[src/rtl/core/sdd_pkg.sv]
// Package for the stepper door drive: register codes, reset values,
// half-step coil table and the record types shared by the core files.
// No dependencies.
`default_nettype none

package sdd_pkg;

   localparam int unsigned CSR_INDEX_W = 3;
   localparam int unsigned CSR_DATA_W  = 16;

   typedef enum logic [CSR_INDEX_W-1:0] {
      CSR_FULL_OPEN_STEPS = 3'd0,
      CSR_STEP_PERIOD     = 3'd1,
      CSR_CONTROL_PERIOD  = 3'd2,
      CSR_MINUTE_COUNT    = 3'd3,
      CSR_HOUR_LIMIT      = 3'd4
   } csr_index_type;

   localparam logic [15:0] FULL_OPEN_STEPS_RST = 16'd1000;
   localparam logic [3:0]  STEP_PERIOD_RST     = 4'd3;
   localparam logic [6:0]  CONTROL_PERIOD_RST  = 7'd100;
   localparam logic [15:0] MINUTE_COUNT_RST    = 16'd36000;
   localparam logic [7:0]  HOUR_LIMIT_RST      = 8'd24;

   typedef struct packed {
      logic [15:0] full_open_steps;
      logic [3:0]  step_period;
      logic [6:0]  control_period;
      logic [15:0] minute_count;
      logic [7:0]  hour_limit;
   } cfg_type;

   typedef struct packed {
      logic [3:0]  coils;
      logic [15:0] position;
      logic        open_request;
      logic        moving_open;
      logic        forced_close_pending;
   } result_type;

   function automatic logic [3:0] half_step_coils(input logic [2:0] phase);
      logic [3:0] c;
      case (phase)
         3'd0: c = 4'h1;
         3'd1: c = 4'h9;
         3'd2: c = 4'h8;
         3'd3: c = 4'hC;
         3'd4: c = 4'h4;
         3'd5: c = 4'h6;
         3'd6: c = 4'h2;
         3'd7: c = 4'h3;
         default: c = 4'h0;
      endcase
      return c;
   endfunction

endpackage

`default_nettype wire

[src/rtl/core/sdd_engine.sv]
// Door drive state and per-tick update: prescalers, motor step, forced close timer.
// Depends on sdd_pkg.
`default_nettype none

module sdd_engine (
   input  wire logic               clock,
   input  wire logic               reset,
   input  wire logic               tick_en,
   input  wire logic               open_write,
   input  wire logic               open_value,
   input  wire logic               ice_out,
   input  wire sdd_pkg::cfg_type    cfg,
   output sdd_pkg::result_type      result
);
   import sdd_pkg::*;

   logic [6:0]  control_timer_ff, control_timer_in;
   logic [3:0]  step_prescale_ff, step_prescale_in;
   logic        direction_open_ff, direction_open_in;
   logic [15:0] door_position_ff, door_position_in;
   logic        open_flag_ff, open_flag_in;
   logic [3:0]  coil_drive_ff, coil_drive_in;
   logic [15:0] minute_counter_ff, minute_counter_in;
   logic [7:0]  hour_counter_ff, hour_counter_in;
   logic        close_pending_ff, close_pending_in;

   logic [6:0]  ct_inc;
   logic [3:0]  sp_inc;
   logic        do_step, slow_tick;
   logic        open_req;
   logic [15:0] pos_base, pos_step;
   logic [15:0] mc_base, mc_inc;
   logic [7:0]  hc_base, hc_inc;

   always_comb begin
      open_req = open_write ? open_value : open_flag_ff;

      ct_inc = (control_timer_ff < cfg.control_period) ? control_timer_ff + 7'd1
                                                       : control_timer_ff;
      sp_inc = step_prescale_ff + 4'd1;
      do_step = (sp_inc >= cfg.step_period);
      slow_tick = (ct_inc >= cfg.control_period);

      step_prescale_in  = do_step ? 4'd0 : sp_inc;
      control_timer_in  = slow_tick ? 7'd0 : ct_inc;
      open_flag_in      = open_req;
      direction_open_in = direction_open_ff;
      pos_step          = door_position_ff;
      coil_drive_in     = coil_drive_ff;
      pos_base          = door_position_ff;

      // motor half-step
      if (do_step) begin
         if (open_req) begin
            direction_open_in = 1'b1;
            if (door_position_ff < cfg.full_open_steps) begin
               pos_step = door_position_ff + 16'd1;
            end else begin
               pos_step = cfg.full_open_steps;
               if (!ice_out) begin
                  open_flag_in = 1'b0;
               end
            end
         end else begin
            pos_base = direction_open_ff ? cfg.full_open_steps : door_position_ff;
            direction_open_in = 1'b0;
            pos_step = (pos_base != 16'd0) ? pos_base - 16'd1 : pos_base;
         end
         if (pos_step == 16'd0 || pos_step == cfg.full_open_steps) begin
            coil_drive_in = 4'h0;
         end else begin
            coil_drive_in = half_step_coils(pos_step[2:0]);
         end
      end

      // forced close timer
      door_position_in  = pos_step;
      minute_counter_in = minute_counter_ff;
      hour_counter_in   = hour_counter_ff;
      close_pending_in  = close_pending_ff;
      mc_base = ice_out ? 16'd0 : minute_counter_ff;
      hc_base = ice_out ? 8'd0 : hour_counter_ff;
      mc_inc  = mc_base + 16'd1;
      hc_inc  = hc_base;
      if (slow_tick) begin
         minute_counter_in = mc_inc;
         if (mc_inc >= cfg.minute_count) begin
            minute_counter_in = 16'd0;
            hc_inc = hc_base + 8'd1;
         end
         hour_counter_in = hc_inc;
         if (hc_inc >= cfg.hour_limit) begin
            close_pending_in = 1'b1;
            hour_counter_in  = 8'd0;
         end
         if (close_pending_ff) begin
            close_pending_in  = 1'b0;
            minute_counter_in = 16'd0;
            hour_counter_in   = 8'd0;
            door_position_in  = cfg.full_open_steps;
         end
      end

      result.coils                = coil_drive_in;
      result.position             = door_position_in;
      result.open_request         = open_flag_in;
      result.moving_open          = direction_open_in;
      result.forced_close_pending = close_pending_in;
   end

   always_ff @(posedge clock) begin
      if (reset) begin
         control_timer_ff  <= '0;
         step_prescale_ff  <= '0;
         direction_open_ff <= 1'b0;
         door_position_ff  <= '0;
         open_flag_ff      <= 1'b0;
         coil_drive_ff     <= '0;
         minute_counter_ff <= '0;
         hour_counter_ff   <= '0;
         close_pending_ff  <= 1'b0;
      end else if (tick_en) begin
         control_timer_ff  <= control_timer_in;
         step_prescale_ff  <= step_prescale_in;
         direction_open_ff <= direction_open_in;
         door_position_ff  <= door_position_in;
         open_flag_ff      <= open_flag_in;
         coil_drive_ff     <= coil_drive_in;
         minute_counter_ff <= minute_counter_in;
         hour_counter_ff   <= hour_counter_in;
         close_pending_ff  <= close_pending_in;
      end
   end

endmodule

`default_nettype wire

[src/rtl/core/stepper_door_drive_with_forced_close.sv]
// Stepper door drive top level: config registers, input register, result register.
// The result is registered: an accepted item passes the input register, then the result
// register; one item per cycle sustained while rsp_ready stays high, set by the state
// update in sdd_engine. A stalled result holds at most one more item in the input register.
// Synchronous active-high reset clears the valid flags and engine state (engine coils off), config to defaults.
// Depends on sdd_pkg and sdd_engine.
`default_nettype none

module stepper_door_drive_with_forced_close (
   input  wire logic                            clock,
   input  wire logic                            reset,
   input  wire logic                            req_valid,
   output      logic                            req_ready,
   input  wire logic                            req_open_write,
   input  wire logic                            req_open_value,
   input  wire logic                            req_ice_out,
   output      logic                            rsp_valid,
   input  wire logic                            rsp_ready,
   output      logic [3:0]                      rsp_coils,
   output      logic [15:0]                     rsp_position,
   output      logic                            rsp_open_request,
   output      logic                            rsp_moving_open,
   output      logic                            rsp_forced_close_pending,
   input  wire logic                            csr_write_enable,
   input  wire logic [sdd_pkg::CSR_INDEX_W-1:0] csr_index,
   input  wire logic [sdd_pkg::CSR_DATA_W-1:0]  csr_data
);
   import sdd_pkg::*;

   cfg_type    cfg_ff;
   logic       in_valid_ff;
   logic       in_open_write_ff, in_open_value_ff, in_ice_out_ff;
   logic       out_valid_ff;
   result_type out_ff;
   result_type next_result;
   logic       advance;

   assign advance   = in_valid_ff && (!out_valid_ff || rsp_ready);
   assign req_ready = !in_valid_ff || advance;

   always_ff @(posedge clock) begin
      if (reset) begin
         cfg_ff.full_open_steps <= FULL_OPEN_STEPS_RST;
         cfg_ff.step_period     <= STEP_PERIOD_RST;
         cfg_ff.control_period  <= CONTROL_PERIOD_RST;
         cfg_ff.minute_count    <= MINUTE_COUNT_RST;
         cfg_ff.hour_limit      <= HOUR_LIMIT_RST;
      end else if (csr_write_enable) begin
         case (csr_index_type'(csr_index))
            CSR_FULL_OPEN_STEPS: cfg_ff.full_open_steps <= csr_data;
            CSR_STEP_PERIOD:     cfg_ff.step_period     <= csr_data[3:0];
            CSR_CONTROL_PERIOD:  cfg_ff.control_period  <= csr_data[6:0];
            CSR_MINUTE_COUNT:    cfg_ff.minute_count    <= csr_data;
            CSR_HOUR_LIMIT:      cfg_ff.hour_limit      <= csr_data[7:0];
            default: ;
         endcase
      end
   end

   always_ff @(posedge clock) begin
      if (reset) begin
         in_valid_ff  <= 1'b0;
         out_valid_ff <= 1'b0;
      end else begin
         if (req_ready) begin
            in_valid_ff <= req_valid;
         end
         if (advance) begin
            out_valid_ff <= 1'b1;
         end else if (rsp_ready) begin
            out_valid_ff <= 1'b0;
         end
      end
   end

   always_ff @(posedge clock) begin
      if (req_valid && req_ready) begin
         in_open_write_ff <= req_open_write;
         in_open_value_ff <= req_open_value;
         in_ice_out_ff    <= req_ice_out;
      end
      if (advance) begin
         out_ff <= next_result;
      end
   end

   sdd_engine u_engine (
      .clock      (clock),
      .reset      (reset),
      .tick_en    (advance),
      .open_write (in_open_write_ff),
      .open_value (in_open_value_ff),
      .ice_out    (in_ice_out_ff),
      .cfg        (cfg_ff),
      .result     (next_result)
   );

   assign rsp_valid                = out_valid_ff;
   assign rsp_coils                = out_ff.coils;
   assign rsp_position             = out_ff.position;
   assign rsp_open_request         = out_ff.open_request;
   assign rsp_moving_open          = out_ff.moving_open;
   assign rsp_forced_close_pending = out_ff.forced_close_pending;

endmodule

`default_nettype wire

[config.mk]
export PLATFORM = sky130hd
export DESIGN_NAME = stepper_door_drive_with_forced_close
export DESIGN_NICKNAME = d
export VERILOG_FILES = /design/src/rtl/core/sdd_pkg.sv /design/src/rtl/core/sdd_engine.sv /design/src/rtl/core/stepper_door_drive_with_forced_close.sv
export SDC_FILE = /design/constraint.sdc
export NUM_CORES = 1
export LEC_CHECK = 0
export BUFFER_PORTS_ARGS = -buffer_cell sky130_fd_sc_hd__buf_2
export CAP_MARGIN = 10
export CORE_MARGIN = 2
export CORE_UTILIZATION = 50
export CTS_BUF_LIST = sky130_fd_sc_hd__clkbuf_2
export CTS_CLUSTER_SIZE = 40
export DETAILED_ROUTE_END_ITERATION = 8
export GPL_TIMING_DRIVEN = 0
export PLACE_DENSITY_LB_ADDON = 0.15
export SLEW_MARGIN = 25
export SYNTH_ARGS = -nofsm -noshare
export SYNTH_HDL_FRONTEND = slang
export SYNTH_SLANG_ARGS = --single-unit
[constraint.sdc]
create_clock -name clock -period 6.4 [get_ports clock]
set_clock_uncertainty 0.15 [all_clocks]
set_input_delay 0.96 -clock clock [delete_from_list [all_inputs] [get_ports clock]]
set_output_delay 0.96 -clock clock [all_outputs]
set_load 0.02 [all_outputs]
Word level (Yosys, flattened, before mapping):

Memories as Yosys holds them, arrays and structs flattened.
Index checks and enable logic that the tools add are counted.

* register bits after elaboration: 137
* bits in latches: 0
* RAM bits: 0
* memory bits (read-only): 32
* output and inout port bits: 25
* memories kept: 1

* $add $sub $neg: 6
* $mul: 0
* divide/modulo/power cells: 0
* $lt $le $gt $ge: 6
* equality and inequality tests: 5
* shift operators: 0
* multiplexer cells: 33
* bitwise logic cells: 0
* reductions and logical operators: 17

Memories
* (name not given): depth 8, width 4, rd ports 1, clocked after memory_dff 0, wr ports 0, line sdd_pkg.sv:43 `case (phase)`

Operators by type and width (count)
* two-way mux 16 bit: 11
* two-way mux 8 bit: 5
* adder 16 x 1 -> 16 bit (second input constant): 2
* == test 16 bit: 1
* >= comparator 16 bit: 1
* logical NOT 16 bit: 1
* less-than comparator 16 bit: 1
* nonzero test 16 bit: 1
* subtractor 16 x 1 -> 16 bit (second input constant): 1
* two-way mux 7 bit: 2
* two-way mux 1 bit: 12
* two-way mux 4 bit: 3
* AND reduction 2 bit: 6
* adder 8 x 1 -> 8 bit (second input constant): 1
* >= comparator 8 bit: 1
* adder 7 x 1 -> 7 bit (second input constant): 1
* >= comparator 7 bit: 1
* less-than comparator 7 bit: 1
* == test 3 x 2 -> 1 bit (second input constant): 2
* adder 4 x 1 -> 4 bit (second input constant): 1
* >= comparator 4 bit: 1
* == test 3 x 1 -> 1 bit (second input constant): 1
* == test 3 bit (second input constant): 1
* logical NOT 3 bit: 1
* other kinds (4): 8

Logic depth before layout (Yosys ltp):

* word-level depth: 9
* depth in mapped cells: 28
* gate-level depth less buffers: 24

Cells and area by module:

From an unflattened synthesis, not the netlist that was laid out.

* cells, all modules: 1163
* area total of the unflattened synthesis: 9708.1 um^2

Modules (own cells, without submodules)
* sdd_engine: times used 1, cells an instance 920, area each 6708.9 um^2, sequential area each 1161.1 um^2
* stepper_door_drive_with_forced_close: times used 1, cells an instance 243, area each 2999.1 um^2, sequential area each 1841.8 um^2

Least setup slack after synthesis:

OpenSTA, ideal clock, no wires.

* path kind: register to register
* start: register in_ice_out_ff
* end: register u_engine.hour_counter_ff[6]
* data arrival time: 5477 ps
* required time: 6176 ps
* slack: 698 ps
* stages on the path, launching flop included: 29
* buffers on the path: 4
* clock period less this slack: 5702 ps
* path through: edfxtp_1 > clkbuf_1 > clkbuf_1 > buf_1 > nor2b_1 > ha_1 > and3_1 > and2_1 > nand4_1 > xor2_1 > nor2_1 > ha_1 > nand4_1 > a211oi_1 > a221oi_1 > o21ai_0 > a31o_2 > clkbuf_1 > xnor2_1 > ha_1 > nand2b_1 > a21o_1 > a21o_1 > a21o_1 > a21oi_1 > o21ai_0 > and2_1 > or4_1 > a31oi_1

* word-level cells in the longest chain between the ends: 8
* elaborated cells between the ends (all ways): 10

RTL lines
* start, declared: line stepper_door_drive_with_forced_close.sv:32 `logic in_open_write_ff, in_open_value_ff, in_ice_out_ff;`
* start signal, assigned: line stepper_door_drive_with_forced_close.sv:80 `in_ice_out_ff <= req_ice_out;`
* two-way mux 16 bit: line sdd_engine.sv:81 `mc_base = ice_out ? 16'd0 : minute_counter_ff;`
* adder 16 x 1 -> 16 bit: line sdd_engine.sv:83 `mc_inc = mc_base + 16'd1;`
* >= comparator 16 bit: line sdd_engine.sv:87 `if (mc_inc >= cfg.minute_count) begin`
* two-way mux 8 bit (*): line sdd_engine.sv:87
* two-way mux 8 bit (*): line sdd_engine.sv:85 `if (slow_tick) begin`
* >= comparator 8 bit: line sdd_engine.sv:92 `if (hc_inc >= cfg.hour_limit) begin`
* two-way mux 8 bit (*): line sdd_engine.sv:92
* two-way mux 8 bit (*): line sdd_engine.sv:96 `if (close_pending_ff) begin`
* end signal, assigned: line sdd_engine.sv:130 `hour_counter_ff <= hour_counter_in;`
* end, declared: line sdd_engine.sv:24 `logic [7:0] hour_counter_ff, hour_counter_in;`

Every way passes the cells marked *; elsewhere a longest branch is shown, timed or not. The select of a mux whose other input is x is not followed.
A chain may end at the register's enable or synchronous reset.

Final worst setup path:

Ends and elaborated chain as after synthesis.

==> metrics.txt <==
outcome finished clean; vias per cell 6.234; worst slew margin relative to its limit 0.3880; Syn Area/Cell 8.171 µm²; main flop type after synthesis dfxtp_1; non-filler cells, final 1526; post-synthesis to final-layout area growth 9.296%; share of async-settable or async-resettable flops after synthesis 0; count of warnings emitted by yosys 0; share of total power consumed by net switching 0.3807; post-route fraction of the period consumed by the critical path 0.9500; length of the first detailed-routing pass in iterations 5; total of fill cells in the finished design 1799; final standard cell utilization of the core 0.5601; buffer type at the clock tree root clkbuf_2; areal power density over the cells 205.2 nW/µm²; Top Ports 52; total negative slack for setup checks 0 ps; per-cell routed wire length 21.08 µm; sequential-to-total area share from yosys stat 0.3112; initial drt markers 975; met1 wire length 14100 µm; standard cell area after detailed placement 10260 µm²; number of clock sinks seen by CTS 137; number of nets in the layout 1342; number of vias in the routed layout 9513; element type at the critical path end flip-flop; standard-cell rows 50; core area 18830 µm²; number of global-route vias before repair 8901; global-route wire length before repair 50030 µm; met3 wire len 3167 µm; Die Wd 142.9 µm; design internal power 0.001340 W; clock buffers created by TritonCTS 17; antenna violations before repair 1; Die Y 142.9 µm; Final Hold Violating Endpoints 0; Detail Route Antenna Nets 0; number of max-capacitance violations reported 0; half-perimeter wire length after placement 24160 µm; final non-filler cell area 10550 µm²; remaining global-route overflow 0; overall track demand over capacity in global routing 0.3209; Hold/Removal Path Class in2reg; number of buffer cells added on primary ports 51; Leak 4.075 nW; required time of the critical path 6970 ps; power spent charging and discharging nets 0.0008240 W; Worst-Margin Slew 918.1 ps; Net Count, Synth 1271; crit start category flip-flop; most frequent cells in the layout nand2_1, dfxtp_1, nor2_1; part of the power in combinational logic 0.315; crit-path max FO 10; insertion delay to the later sink of the worst-skew pair 780 ps; number of buffers inserted by hold repair at cts 0; area of the die 20430 µm²; type of the worst setup path reg2reg; clock share of power 0.250; Final min period 6080 ps; clock tree from TritonCTS yes; Max Buffers Root-to-Sink 2; Synth Register Bits 137; routed wire length on met2 13950 µm; sequential share of power 0.435; drt total wl 32170 µm; post-synthesis instance total 1181; # placed instances 1493; count of final setup violators 0; largest net degree at the start of global routing 18; critical path data arrival time 6650 ps; fraction of layout instances using a drive strength above 1 0.1083; commonest non-fill, non-tap cell in the layout nand2_1; Tot Pwr 0.002164 W; number of enable-type register cells in the synthesized netlist 26; summed instance area of the synthesized netlist 9651 µm²; post-synth cell types 91; VDD IR max 0.1195 mV; clock slew at the register clock pins of the worst setup and hold paths 240 ps; effective utilization at floorplan 0.5125; highest attainable clock frequency 164.5 MHz; DRC Markers 0; final RePlAce weighted congestion 1.047; CTS HTree Levels 4; final max-slew violation count 0; highest routing layer actually used met4
worst paths after layout:
check / from / to / slack [ps] / cells after the start
setup / recovery: in_ice_out_ff / u_engine.hour_counter_ff[6] / 320 / 25
hold / removal: req_ice_out / in_ice_out_ff / 190 / 1
hold reg to reg: u_engine.hour_counter_ff[0] / u_engine.hour_counter_ff[0] / 320 / 2
setup reg to reg: in_ice_out_ff / u_engine.hour_counter_ff[6] / 320 / 25
state kept, by name, summed over array words and instances (netlist names), 4 cells and up:
signal,cells
u_engine.control_timer_ff,7
u_engine.coil_drive_ff,4
cfg_ff,51
u_engine.hour_counter_ff,8
u_engine.step_prescale_ff,4
rsp_coils,4
u_engine.minute_counter_ff,16
u_engine.door_position_ff,16
rsp_position,16
kinds of logic after synthesis:
logic type                 after synthesis  share of synthesized area
and+or+nand+nor                        440                     0.2284
muxes                                   40                    0.04330
buffers and inverters                  132                    0.05458
AOI/OAI and AO/OA                      296                     0.2132
DFF                                    137                     0.3112
adders and majority gates               63                    0.08168
xor gates and xnor gates                73                    0.06768
layout make-up:
type,instances,area (µm²),area share
sequential,137,3003,0.2847
inverter,58,217.7,0.02064
timing repair buffer,54,297.8,0.02823
multi-input combinational,912,6161,0.5841
tap,260,325.3,0.03084
buffer,72,305.3,0.02894
clock buffer,18,90.09,0.008541
antenna,1,2.502,0.0002372
clock inverter,14,145.1,0.01376
synthesized netlist by cell type (14+ instances only):
library cell	number	area [µm²]
o21ai_0	26	130.1
mux2_2	14	157.7
a31oi_1	19	118.9
inv_1	58	217.7
or3_1	15	93.84
nand2b_1	23	143.9
nand4_1	20	125.1
dfxtp_1	111	2222
xnor2_1	49	429.2
edfxtp_1	26	780.8
nand3_1	36	180.2
nor2_1	99	371.6
nand2_1	141	529.3
nor3_1	27	135.1
a21oi_1	84	420.4
mux2i_1	26	260.3
clkbuf_1	57	214.0
a21o_1	21	157.7
a22oi_1	17	127.6
ha_1	63	788.3
xor2_1	23	201.4
o211ai_1	30	225.2
timing repair:
item                                    4_1_cts  5_1_grt
endpoints found under the setup margin       10       10
gates cloned                                  0        0
buffers inserted                              1        1
gates resized for setup                       2        8
per-stage QoR:
stage | worst slack (ps) | hold slack, ps
2_1_floorplan | 698.3 | 277.3
3_3_place_gp | -584.5 | 288.9
3_5_place_dp | -612.7 | 295.2
4_1_cts | 105.9 | 157.3
5_1_grt | -33.04 | 130.3
6_report | 319.7 | 185.0
per-layer routing:
| metal | vias up | global-route usage |
|---|---|---|
| li1 | 4408 | - |
| met1 | 4506 | 0.4478 |
| met2 | 511 | 0.4853 |
| met3 | 88 | 0.07612 |
| met4 | 0 | 0.1110 |
| met5 | - | 0 |
power groups by stage:
stage	sequential (W)	clock, W	combinational [W]
final	0.000942	0.000540	0.000682
after global routing	0.000946	0.000581	0.000725
after CTS	0.000942	0.000548	0.000656
after detailed placement	0.000959	0	0.000651
after global placement	0.000959	0	0.000650
after floorplan	0.000968	0	0.000437
critical path, stage by stage, from the launching register on:
cell and delay [ps]:
edfxtp_1 480, buf_2 230, buf_2 230, nor2b_1 140, ha_1 220, and3_1 220, and2_1 210, nand4_1 130
xnor2_1 150, nor2_1 160, ha_1 280, nand4_1 160, a211oi_4 80, a221oi_1 350, o21ai_2 150, a31oi_4 280
mux2_2 380, ha_1 270, a21o_1 150, a21o_1 170, a21o_1 180, a21oi_1 140, o21ai_0 150, and2_1 250
or4_1 510, a31oi_1 180
Note: power is estimated with default switching activity, not from simulation.
